<file path="src/sv/dcts_pkg.sv">
// ----------------------------------------------------------------------------
// dcts_pkg
// types, constants and helper functions of the digital clock with time set
// ----------------------------------------------------------------------------
package dcts_pkg;

  typedef enum logic [1:0] {
    MODE_FIXED   = 2'd0,
    MODE_LETTERS = 2'd1,
    MODE_CLOCK   = 2'd2
  } mode_e;

  typedef enum logic [1:0] {
    CFG_TICKS_CS     = 2'd0,
    CFG_TICKS_SAMPLE = 2'd1,
    CFG_BLINK        = 2'd2,
    CFG_ZONE         = 2'd3
  } cfg_idx_e;

  localparam logic [9:0] TICKS_CS_RST     = 10'd10;
  localparam logic [9:0] TICKS_SAMPLE_RST = 10'd50;
  localparam logic [9:0] BLINK_RST        = 10'd200;
  localparam logic [4:0] ZONE_RST         = 5'd8;

  localparam logic [6:0] CS_MOD  = 7'd100;
  localparam logic [6:0] SEC_MOD = 7'd60;
  localparam logic [6:0] HR_MOD  = 7'd24;

  // key bit positions
  localparam int KEY_LEFT  = 0;
  localparam int KEY_DOWN  = 1;
  localparam int KEY_RIGHT = 2;
  localparam int KEY_SET   = 5;
  localparam int KEY_UP    = 6;
  localparam int KEY_RUN   = 7;
  localparam int BTN_PREV  = 0;
  localparam int BTN_NEXT  = 1;

  localparam logic [2:0] SEL_LAST = 3'd5;

  localparam logic [7:0] FIXED_SEG [8] = '{
    8'h06, 8'h6F, 8'h5B, 8'h7D, 8'h3F, 8'h7F, 8'h06, 8'h07
  };
  localparam logic [7:0] LETTER_SEG [8] = '{
    8'h77, 8'h7C, 8'h39, 8'h5E, 8'h79, 8'h71, 8'h3D, 8'h76
  };

  typedef struct packed {
    logic       car;
    logic [6:0] val;
  } fld_step_t;

  function automatic logic [7:0] seg_digit(input logic [3:0] d);
    logic [7:0] s;
    case (d)
      4'd0:    s = 8'h3F;
      4'd1:    s = 8'h06;
      4'd2:    s = 8'h5B;
      4'd3:    s = 8'h4F;
      4'd4:    s = 8'h66;
      4'd5:    s = 8'h6D;
      4'd6:    s = 8'h7D;
      4'd7:    s = 8'h07;
      4'd8:    s = 8'h7F;
      4'd9:    s = 8'h6F;
      default: s = 8'h00;
    endcase
    return s;
  endfunction

  // tens digit of a value below 100, by reciprocal multiply
  function automatic logic [3:0] dec_tens(input logic [6:0] v);
    logic [14:0] p;
    p = {8'd0, v} * 15'd205;
    return p[14:11];
  endfunction

  function automatic logic [3:0] dec_ones(input logic [6:0] v);
    logic [6:0] t;
    t = {3'd0, dec_tens(v)} * 7'd10;
    return 4'(v - t);
  endfunction

  // add or subtract a small amount within a modulus, with carry or borrow
  function automatic fld_step_t step_field(input logic [6:0] v, input logic [3:0] a,
                                           input logic [6:0] m, input logic dn);
    fld_step_t  r;
    logic [7:0] t;
    if (dn) begin
      t     = {1'b0, v} - {4'd0, a};
      r.car = t[7];
      r.val = t[7] ? 7'(t + {1'b0, m}) : t[6:0];
    end else begin
      t     = {1'b0, v} + {4'd0, a};
      r.car = (t >= {1'b0, m});
      r.val = r.car ? 7'(t - {1'b0, m}) : t[6:0];
    end
    return r;
  endfunction

endpackage

</file>
<file path="src/sv/digital_clock_with_time_set.sv">
// ----------------------------------------------------------------------------
// digital_clock_with_time_set
// eight-position seven-segment clock with key-driven time set and mode select
// ----------------------------------------------------------------------------
// Each input transfer is one tick carrying the active-low key and button
// levels; each tick yields exactly one output transfer with eight segment
// words, the display mode and the set flag.
// Input: s_axis group, tdata = keys [7:0], buttons [9:8].
// Output: m_axis group, tdata = seg words 0..7 [63:0], mode [65:64],
// set flag [66].
// Config: cfg_we_i writes cfg_data_i into register cfg_index_i at a rising
// edge; write only while no tick is in flight.
// Throughput: one tick per cycle while m_axis is not stalled; the whole tick
// (prescalers, key sampling, time count, time step, digit decode) is done
// combinationally between the input register and the output register.
// Reset: time 00:00:00.00 (shown with the zone offset), clock mode, not
// setting, registers at 10 / 50 / 200 / 8.
// Stall: while m_axis_tready_i is low the output register holds, the input
// register fills once more and then s_axis_tready_o drops.
// ----------------------------------------------------------------------------
module digital_clock_with_time_set
  import dcts_pkg::*;
(
  input  logic        clk_i,
  input  logic        rst_ni,
  input  logic        s_axis_tvalid_i,
  output logic        s_axis_tready_o,
  input  logic [15:0] s_axis_tdata_i,   // keypad_levels, button_levels, zero fill
  output logic        m_axis_tvalid_o,
  input  logic        m_axis_tready_i,
  output logic [71:0] m_axis_tdata_o,   // seg_word_0..7, shown_mode, setting_time, zero fill
  input  logic        cfg_we_i,
  input  logic [1:0]  cfg_index_i,
  input  logic [9:0]  cfg_data_i
);

  logic [9:0] tpc_q, tps_q, bp_q;
  logic [4:0] zone_q;

  logic        in_vld_q, out_vld_q, out_free, adv;
  logic [9:0]  in_data_q;
  logic [71:0] out_data_q, out_data_d;

  logic [9:0] cs_pre_q, cs_pre_d, cs_pre_inc;
  logic [9:0] smp_pre_q, smp_pre_d, smp_pre_inc;
  logic [9:0] blink_q, blink_d, blink_inc;
  logic       cs_fire, smp_fire, blank;

  logic [7:0] last_keys_q, last_keys_d, keys_now, keys_rise;
  logic [1:0] last_btn_q, last_btn_d, btn_now, btn_rise;

  mode_e      mode_q, mode_d, mode_b;
  logic       set_q, set_d, setting;
  logic [2:0] sel_q, sel_d;

  logic [4:0] hr_q, hr_d, c_hr;
  logic [5:0] mn_q, mn_d, c_mn;
  logic [5:0] sc_q, sc_d, c_sc;
  logic [6:0] cc_q, cc_d, c_cc;
  logic       count_en, inc_sc, inc_mn, inc_hr;

  logic       step_up, step_dn, step_any;
  logic [3:0] amt, amt_sc, amt_mn, amt_hr;
  fld_step_t  st_sc, st_mn, st_hr;

  logic [5:0] hz_sum;
  logic [6:0] hz;
  logic [7:0] seg_w [8];

  // configuration registers
  always_ff @(posedge clk_i or negedge rst_ni) begin
    if (!rst_ni) begin
      tpc_q  <= TICKS_CS_RST;
      tps_q  <= TICKS_SAMPLE_RST;
      bp_q   <= BLINK_RST;
      zone_q <= ZONE_RST;
    end else if (cfg_we_i) begin
      unique case (cfg_idx_e'(cfg_index_i))
        CFG_TICKS_CS:     tpc_q  <= cfg_data_i;
        CFG_TICKS_SAMPLE: tps_q  <= cfg_data_i;
        CFG_BLINK:        bp_q   <= cfg_data_i;
        CFG_ZONE:         zone_q <= cfg_data_i[4:0];
        default: ;
      endcase
    end
  end

  assign out_free        = !out_vld_q || m_axis_tready_i;
  assign adv             = in_vld_q && out_free;
  assign s_axis_tready_o = !in_vld_q || out_free;
  assign m_axis_tvalid_o = out_vld_q;
  assign m_axis_tdata_o  = out_data_q;

  // prescalers and blink phase
  always_comb begin
    cs_pre_inc  = cs_pre_q + 10'd1;
    cs_fire     = (cs_pre_inc >= tpc_q) || (cs_pre_inc == '0);
    cs_pre_d    = cs_fire ? '0 : cs_pre_inc;
    smp_pre_inc = smp_pre_q + 10'd1;
    smp_fire    = (smp_pre_inc >= tps_q) || (smp_pre_inc == '0);
    smp_pre_d   = smp_fire ? '0 : smp_pre_inc;
    blink_inc   = blink_q + 10'd1;
    blink_d     = (blink_inc >= bp_q) ? '0 : blink_inc;
    blank       = blink_d < {1'b0, bp_q[9:1]};
  end

  // key sampling and press detection
  always_comb begin
    keys_now    = ~in_data_q[7:0];
    btn_now     = ~in_data_q[9:8];
    keys_rise   = smp_fire ? (keys_now & ~last_keys_q) : '0;
    btn_rise    = smp_fire ? (btn_now & ~last_btn_q) : '0;
    last_keys_d = smp_fire ? keys_now : last_keys_q;
    last_btn_d  = smp_fire ? btn_now : last_btn_q;
  end

  // time count
  always_comb begin
    count_en = !set_q && cs_fire;
    inc_sc   = count_en && (cc_q == CS_MOD - 7'd1);
    inc_mn   = inc_sc && (sc_q == 6'(SEC_MOD - 7'd1));
    inc_hr   = inc_mn && (mn_q == 6'(SEC_MOD - 7'd1));
    c_cc     = count_en ? ((cc_q == CS_MOD - 7'd1) ? '0 : cc_q + 7'd1) : cc_q;
    c_sc     = inc_sc ? ((sc_q == 6'(SEC_MOD - 7'd1)) ? '0 : sc_q + 6'd1) : sc_q;
    c_mn     = inc_mn ? ((mn_q == 6'(SEC_MOD - 7'd1)) ? '0 : mn_q + 6'd1) : mn_q;
    c_hr     = inc_hr ? ((hr_q == 5'(HR_MOD - 7'd1)) ? '0 : hr_q + 5'd1) : hr_q;
  end

  // mode, set flag and digit selection
  always_comb begin
    mode_b = mode_q;
    if (btn_rise[BTN_PREV]) begin
      unique case (mode_q)
        MODE_FIXED:   mode_b = MODE_CLOCK;
        MODE_LETTERS: mode_b = MODE_FIXED;
        default:      mode_b = MODE_LETTERS;
      endcase
    end
    mode_d = mode_b;
    if (btn_rise[BTN_NEXT]) begin
      unique case (mode_b)
        MODE_FIXED:   mode_d = MODE_LETTERS;
        MODE_LETTERS: mode_d = MODE_CLOCK;
        default:      mode_d = MODE_FIXED;
      endcase
    end

    set_d = set_q;
    if (mode_d == MODE_CLOCK) begin
      if (keys_rise[KEY_SET]) begin
        set_d = 1'b1;
      end else if (keys_rise[KEY_RUN]) begin
        set_d = 1'b0;
      end
    end
    setting = (mode_d == MODE_CLOCK) && set_d;

    sel_d = sel_q;
    if (setting && keys_rise[KEY_LEFT] && !keys_rise[KEY_RIGHT]) begin
      sel_d = (sel_q == '0) ? SEL_LAST : sel_q - 3'd1;
    end else if (setting && keys_rise[KEY_RIGHT] && !keys_rise[KEY_LEFT]) begin
      sel_d = (sel_q == SEL_LAST) ? '0 : sel_q + 3'd1;
    end
  end

  // time step: hour, minute or second level, by ten or by one
  always_comb begin
    step_up  = setting && keys_rise[KEY_UP] && !keys_rise[KEY_DOWN];
    step_dn  = setting && keys_rise[KEY_DOWN] && !keys_rise[KEY_UP];
    step_any = step_up || step_dn;
    amt      = sel_d[0] ? 4'd1 : 4'd10;
    amt_sc   = (sel_d[2:1] == 2'd2) ? amt : '0;
    st_sc    = step_field({1'b0, c_sc}, amt_sc, SEC_MOD, step_dn);
    amt_mn   = (sel_d[2:1] == 2'd1) ? amt : {3'd0, st_sc.car};
    st_mn    = step_field({1'b0, c_mn}, amt_mn, SEC_MOD, step_dn);
    amt_hr   = (sel_d[2:1] == 2'd0) ? amt : {3'd0, st_mn.car};
    st_hr    = step_field({2'b0, c_hr}, amt_hr, HR_MOD, step_dn);
    cc_d     = c_cc;
    sc_d     = step_any ? st_sc.val[5:0] : c_sc;
    mn_d     = step_any ? st_mn.val[5:0] : c_mn;
    hr_d     = step_any ? st_hr.val[4:0] : c_hr;
  end

  // display words
  always_comb begin
    hz_sum = {1'b0, c_hr} + {1'b0, zone_q};
    if (hz_sum >= 6'(2 * HR_MOD)) begin
      hz = 7'(hz_sum - 6'(2 * HR_MOD));
    end else if (hz_sum >= 6'(HR_MOD)) begin
      hz = 7'(hz_sum - 6'(HR_MOD));
    end else begin
      hz = {1'b0, hz_sum};
    end
    for (int i = 0; i < 8; i++) begin
      seg_w[i] = '0;
    end
    unique case (mode_d)
      MODE_FIXED: begin
        for (int i = 0; i < 8; i++) begin
          seg_w[i] = FIXED_SEG[i];
        end
      end
      MODE_LETTERS: begin
        for (int i = 0; i < 8; i++) begin
          seg_w[i] = LETTER_SEG[i];
        end
      end
      default: begin
        seg_w[0] = seg_digit(dec_tens(hz));
        seg_w[1] = seg_digit(dec_ones(hz));
        seg_w[2] = seg_digit(dec_tens({1'b0, c_mn}));
        seg_w[3] = seg_digit(dec_ones({1'b0, c_mn}));
        seg_w[4] = seg_digit(dec_tens({1'b0, c_sc}));
        seg_w[5] = seg_digit(dec_ones({1'b0, c_sc}));
        seg_w[6] = seg_digit(dec_tens(c_cc));
        seg_w[7] = seg_digit(dec_ones(c_cc));
        for (int i = 0; i < 6; i++) begin
          if (set_d && blank && (sel_d == 3'(i))) begin
            seg_w[i] = '0;
          end
        end
      end
    endcase
    out_data_d = {5'd0, set_d, mode_d, seg_w[7], seg_w[6], seg_w[5], seg_w[4],
                  seg_w[3], seg_w[2], seg_w[1], seg_w[0]};
  end

  // handshake stages
  always_ff @(posedge clk_i or negedge rst_ni) begin
    if (!rst_ni) begin
      in_vld_q  <= 1'b0;
      out_vld_q <= 1'b0;
    end else begin
      if (s_axis_tready_o) begin
        in_vld_q <= s_axis_tvalid_i;
      end
      if (out_free) begin
        out_vld_q <= in_vld_q;
      end
    end
  end

  always_ff @(posedge clk_i) begin
    if (s_axis_tvalid_i && s_axis_tready_o) begin
      in_data_q <= s_axis_tdata_i[9:0];
    end
    if (adv) begin
      out_data_q <= out_data_d;
    end
  end

  // clock state
  always_ff @(posedge clk_i or negedge rst_ni) begin
    if (!rst_ni) begin
      cs_pre_q    <= '0;
      smp_pre_q   <= '0;
      blink_q     <= '0;
      last_keys_q <= '0;
      last_btn_q  <= '0;
      mode_q      <= MODE_CLOCK;
      set_q       <= 1'b0;
      sel_q       <= '0;
      hr_q        <= '0;
      mn_q        <= '0;
      sc_q        <= '0;
      cc_q        <= '0;
    end else if (adv) begin
      cs_pre_q    <= cs_pre_d;
      smp_pre_q   <= smp_pre_d;
      blink_q     <= blink_d;
      last_keys_q <= last_keys_d;
      last_btn_q  <= last_btn_d;
      mode_q      <= mode_d;
      set_q       <= set_d;
      sel_q       <= sel_d;
      hr_q        <= hr_d;
      mn_q        <= mn_d;
      sc_q        <= sc_d;
      cc_q        <= cc_d;
    end
  end

`ifndef SYNTH
  a_sel_range: assert property (@(posedge clk_i) disable iff (!rst_ni)
    sel_q <= SEL_LAST)
    else $error("selected digit out of range");

  a_time_range: assert property (@(posedge clk_i) disable iff (!rst_ni)
    (hr_q < 5'(HR_MOD)) && (mn_q < 6'(SEC_MOD)) && (sc_q < 6'(SEC_MOD)) && (cc_q < CS_MOD))
    else $error("time field out of range");

  a_hold_on_stall: assert property (@(posedge clk_i) disable iff (!rst_ni)
    (in_vld_q && !out_free) |=> ($stable(cc_q) && $stable(set_q) && $stable(mode_q)))
    else $error("state changed while stalled");

  a_no_count_when_set: assert property (@(posedge clk_i) disable iff (!rst_ni)
    (adv && set_q && !keys_rise[KEY_UP] && !keys_rise[KEY_DOWN]) |=> $stable(cc_q))
    else $error("clock counted while in set mode");
`endif

endmodule
</file>
<file path="config.mk">
export PLATFORM = sky130hd
export DESIGN_NAME = digital_clock_with_time_set
export DESIGN_NICKNAME = d
export VERILOG_FILES = /design/src/sv/dcts_pkg.sv /design/src/sv/digital_clock_with_time_set.sv
export SDC_FILE = /design/constraint.sdc
export NUM_CORES = 1
export LEC_CHECK = 0
export ABC_AREA = 1
export BUFFER_PORTS_ARGS = -buffer_cell sky130_fd_sc_hd__buf_2
export CORE_MARGIN = 4
export CORE_UTILIZATION = 34
export CTS_BUF_LIST = sky130_fd_sc_hd__clkbuf_2 sky130_fd_sc_hd__clkbuf_4 sky130_fd_sc_hd__clkbuf_8
export CTS_CLUSTER_SIZE = 8
export DETAILED_ROUTE_END_ITERATION = 6
export PLACE_DENSITY = 0.57
export SYNTH_ARGS = -nofsm -noshare
export SYNTH_HDL_FRONTEND = slang
export SYNTH_SLANG_ARGS = --single-unit
</file>
<file path="constraint.sdc">
create_clock -name clk_i -period 10.95 [get_ports clk_i]
set_clock_uncertainty 0.05 [all_clocks]
set_input_delay 0.5475 -clock clk_i [delete_from_list [all_inputs] [get_ports clk_i]]
set_output_delay 0.5475 -clock clk_i [all_outputs]
set_load 0.01 [all_outputs]
</file>
Yosys cells after proc, flatten, opt, wreduce, memory -nomap -nowiden:

Memories as Yosys holds them, arrays and structs flattened.
Index checks and enable logic that the tools add are counted.

* register bits after elaboration: 184
* latch bits: 0
* RAM bits: 0
* memory bits (read-only): 784
* input port bits: 33
* output and inout bits: 74
* logic and storage cells: 195
* memories kept: 8

* add/subtract/negate cells: 28
* multiply operators: 8
* divide/modulo/power cells: 0
* order comparisons: 9
* equality and inequality tests: 19
* shifts and indexed selects: 0
* multiplexer cells: 49
* bitwise gates (word level): 6
* reductions and logical operators: 48

Memories
* (name not given): words 16, bits a word 7, rd ports 1, clocked after Yosys merged registers in 0, write ports 0, RTL line dcts_pkg.sv:55 `case (d)`
* (name not given): words 16, bits a word 7, rd ports 1, clocked after Yosys merged registers in 0, write ports 0, RTL line dcts_pkg.sv:55
* (name not given): words 16, bits a word 7, rd ports 1, clocked after Yosys merged registers in 0, write ports 0, RTL line dcts_pkg.sv:55
* (name not given): words 16, bits a word 7, rd ports 1, clocked after Yosys merged registers in 0, write ports 0, RTL line dcts_pkg.sv:55
* (name not given): words 16, bits a word 7, rd ports 1, clocked after Yosys merged registers in 0, write ports 0, RTL line dcts_pkg.sv:55
* (name not given): words 16, bits a word 7, rd ports 1, clocked after Yosys merged registers in 0, write ports 0, RTL line dcts_pkg.sv:55
* +2 memories

Operators by type and width (count)
* 64-bit case mux with 2 select lines: 1
* 8-bit two-way mux: 9
* 7-bit two-way mux: 8
* 6-bit two-way mux: 6
* 10-bit by 1-bit adder with 10-bit output, second input constant: 3
* 10-bit >= comparator: 3
* 7-bit by 8-bit multiplier with 15-bit output, second input constant: 2
* 10-bit two-way mux: 3
* 5-bit two-way mux: 6
* 6-bit by 8-bit multiplier with 14-bit output, second input constant: 2
* 1-bit logical AND: 22
* 10-bit zero test: 2
* 4-bit two-way mux: 4
* 8-bit inverter: 2
* 4-bit subtractor: 4
* 6-bit by 4-bit adder with 7-bit output: 2
* 7-bit adder, second input constant: 2
* 7-bit by 6-bit >= comparator with 1-bit output, second input constant: 2
* 6-bit by 4-bit subtractor with 7-bit output: 2
* 7-bit by 6-bit subtractor with 7-bit output, second input constant: 2
* 6-bit by 1-bit adder with 6-bit output, second input constant: 2
* 6-bit equality test, second input constant: 2
* 6-bit by 5-bit >= comparator with 1-bit output, second input constant: 2
* 3-bit two-way mux: 4
* 33 further kinds: 70

Logic depth before layout (Yosys ltp):

* word-level depth: 32
* gate-level depth with buffers: 68
* depth with buffers taken out: 68

Worst setup path before layout:

No wires, ideal clock.

* path kind: register -> register
* start: register cs_pre_q[0]
* end: register out_data_q[13] (netlist: m_axis_tdata_o[13]), data pin
* library setup time: 264 ps
* arrival time: 9006 ps
* data required time: 10636 ps
* slack: 1630 ps
* stages on the path, launching flop included: 56
* path buffers: 0
* clock period less this slack: 9320 ps
* cell sequence: dfrtp_1 ha_1 nand3_1 inv_1 nand2_1 nand2_1 nand2_1 inv_1 ha_1 nand2_1 nor2_1 nand3_1 nand2_1 nor2_1 nand2_4 nand4_4 nor2_4 nand2_1 [... 20 more ...] fa_1 ha_1 a21oi_1 nor2_1 a211oi_1 nand2_1 xor2_1 ha_1 inv_1 fa_1 xnor2_1 xor2_1 xor2_1 o21ai_0 nand2_2 inv_2 nand2_1 nand2_1

RTL lines
* from (decl): RTL line digital_clock_with_time_set.sv:44 `logic [9:0] cs_pre_q, cs_pre_d, cs_pre_inc;`
* from (signal assigned): RTL line digital_clock_with_time_set.sv:268 `cs_pre_q <= cs_pre_d;`
* to (signal assigned): RTL line digital_clock_with_time_set.sv:248 `out_data_q <= out_data_d;`
* to (decl): RTL line digital_clock_with_time_set.sv:42 `logic [71:0] out_data_q, out_data_d;`

==> impl_metrics.tcl <==
set metrics [dict create \
    antenna_cells 0 \
    grt_pass1_wl_um 62400 \
    rsz0062_at_grt "false" \
    cts_max_path_buffers 2 \
    rr_worst_depth 53 \
    die_w_um 224 \
    reg2reg_from "cs_pre_q[0]$_DFFE_PN0P_" \
    hp-class "input pin to flop" \
    synth_top_cell_by_area "ha_1" \
    r2r-end "m_axis_tdata_o[13]$_DFFE_PP_" \
    fmax_mhz 100 \
    setup_tns_ps 0 \
    drtAntennaViolNets 0 \
    drc 0 \
    worstSetupPathType "flop to flop" \
    finalSetupViolations 0 \
    drt-pass1-iter-count 5 \
    hold_path_depth 1 \
    syn_area_per_cell_sq_um 7.89 \
    drt_wl_total_um 37100 \
    clk_pin_slew_ps 110 \
    wire_per_inst_um 13.7 \
    crit_path_end "m_axis_tdata_o[13]$_DFFE_PP_" \
    rrSetupSlack_ps 1000 \
    syn_inst 2011 \
    async_reset_ff_share_pct 61.0 \
    core-area_sq_um 45800 \
    cts_buffers 17 \
    cts_tree "done" \
    worstSetupEndpointType "flop" \
    ys_top_cells_by_count "nand2_1 (476), inv_1 (312), ha_1 (241), o21ai_0 (127), nor2_1 (114)" \
    die_h_um 224 \
    fillers 4665 \
    grt_pass1_vias 12700 \
    post-route-period-util_pct 90.9 \
    drive_gt1_share_pct 11.3 \
    nets 2405 \
    instances_no_fill 2705 \
    multi_input_area_sq_um 9810 \
    viasPerCell 4.79 \
    yosysWarnings 0 \
    ys_types 65 \
    start_kind "flop" \
    syn_to_final_growth_pct 9.18 \
    dp.cells 2670 \
    grt_usage_pct 15.2 \
    hold_viol 0 \
    maxCapViolations 0 \
    synthTopCellsByArea "ha_1 (19%), dfrtp_1 (15%), edfxtp_1 (13%)" \
    required_ps 11160 \
    yosysMostFrequentCell "nand2_1" \
    regArea_sq_um 4650 \
    dieArea_sq_um 50200 \
    slowest_delay_ps 500 \
    relSlewSlack_pct 35.1 \
    worst_pin_slew_ps 964 \
    cts_root_buf "clkbuf_8" \
    finalCriticalPeriod_ps 9950 \
    stdcell_area_sq_um 17300 \
    dp_hpwl_um 29000 \
    worstHoldStart "s_axis_tdata_i[1]" \
    crit_top_cell "nand2_1" \
    ys_ff_latch 172 \
    insertion_delay_ps 570 \
    synth_top_flop_cell "dfrtp_1" \
    cts_htree_levels 4 \
    start_util_pct 34.7 \
    place.gp.congestion 0.821 \
    path_max_fanout 9 \
    overflow 0 \
    synth.top_cell.area_share_pct 19.0 \
    synth_edf_count 67 \
    slew_viol_final 0 \
    status "finished, final reports clean" \
    core.rowCount 78 \
    place_area_sq_um 16900 \
    grt_antenna_before_repair 0 \
    dr_total_vias 13000 \
    synth_area_sq_um 15900 \
    critical_path.slowest_cell "fa_1" \
    arrival_ps 10170 \
    drt_iter0_markers 643 \
    grt_start_max_net_pins 64 \
    seq_area_frac_synth_pct 29.3 \
    port_buffers 85 \
    startpoint "cs_pre_q[0]$_DFFE_PN0P_" \
    postLayoutCoreUtil_pct 37.8 \
    io_pins 107 \
    cts.sinks 172 \
]
[cells by family after synthesis]
group / Yosys count / share of synthesized area, %
XOR/XNOR: 50 / 2.85
AND/OR/NAND/NOR: 833 / 24.0
flip-flops: 172 / 29.3
AO/OA/AOI/OAI: 298 / 10.5
other: 1 / 0.0236
buffers and inverters: 377 / 9.41
adder cells (fa/ha/maj): 280 / 23.9
[flip-flops by register name, summed over array words and instances (netlist names)]
| signal | count |
|---|---|
| cc_q | 7 |
| last_btn_q | 2 |
| m_axis_tvalid_o | 1 |
| cs_pre_q | 10 |
| bp_q | 10 |
| in_vld_q | 1 |
| tps_q | 10 |
| hr_q | 5 |
| smp_pre_q | 10 |
| set_q | 1 |
| in_data_q | 8 |
| tpc_q | 10 |
| m_axis_tdata_o | 59 |
| last_keys_q | 6 |
| sel_q | 3 |
| zone_q | 5 |
| blink_q | 10 |
| mn_q | 6 |
| sc_q | 6 |
| mode_q | 2 |
[worst min path at each step]
stage                                     end  slack, ps
global placement    last_btn_q[0]$_DFFE_PN0P_        420
finish                 in_data_q[1]$_DFFE_PP_        120
floorplan              blink_q[0]$_DFFE_PN0P_        200
CTS                    in_data_q[1]$_DFFE_PP_         40
global route           in_data_q[1]$_DFFE_PP_         60
detailed placement  last_btn_q[1]$_DFFE_PN0P_        420
[layout by cell type (no fill, tap or decap), drive strengths merged, types with 2 or more instances in the layout]
cell,n
buf,93
ha,241
fa,39
nor3b,3
or2,18
o21ai,161
a221oi,2
xnor2,12
nand4,31
dfrtp,95
clkbuf,19
nand3,122
a21oi,78
edfxtp,67
o221ai,3
a21o,6
nor4,3
o21bai,6
o22ai,11
clkinvlp,2
a22oi,2
nand3b,4
conb,13
nor3,26
clkinv,6
nor2,125
inv,338
nand2,499
o211ai,9
xor2,38
a22o,4
a211oi,3
a31oi,7
dfstp,10
[through the flow]
| step | worst slack (ps) | hold slack, ps |
|---|---|---|
| global route | 35.8 | 62.7 |
| floorplan | 1630 | 202 |
| detailed placement | 309 | 423 |
| CTS | 268 | 44.6 |
| finish | 998 | 117 |
| global placement | 611 | 416 |
[metal layers]
layer	up-vias	wire length [um]	GRT usage, %
met2	231	17000	25.1
met3	40	1480	3.04
met1	5986	18000	20.2
met4	0	597	4.39
met5	-	0	0
li1	6699	-	-
[final cells by class]
class,instances,area share (%)
clock buffer,19,1.47
clock inverter,13,0.614
inverter,333,7.23
multi-input combinational,1474,56.6
sequential,172,26.9
tap,600,4.33
timing repair buffer,94,2.87
[critical path, delay by kind of cell (launching register included)]
family	cells	cell delay [ps]
flip-flops	1	450
adder cells (fa/ha/maj)	10	3250
XOR/XNOR	5	1210
buffers and inverters	8	610
AO/OA/AOI/OAI	9	1670
AND/OR/NAND/NOR	21	2400
[repair_timing]
item | in CTS | in global routing
setup buffers | 0 | 2
hold buffers | 1 | 0
endpoints found under the setup margin | 0 | 8
hold endpoints to repair | 37 | 0
gates resized for setup | 0 | 10
Power is not shown: default switching activity piles up to over one toggle a cycle in this logic, so the estimate is an artifact.
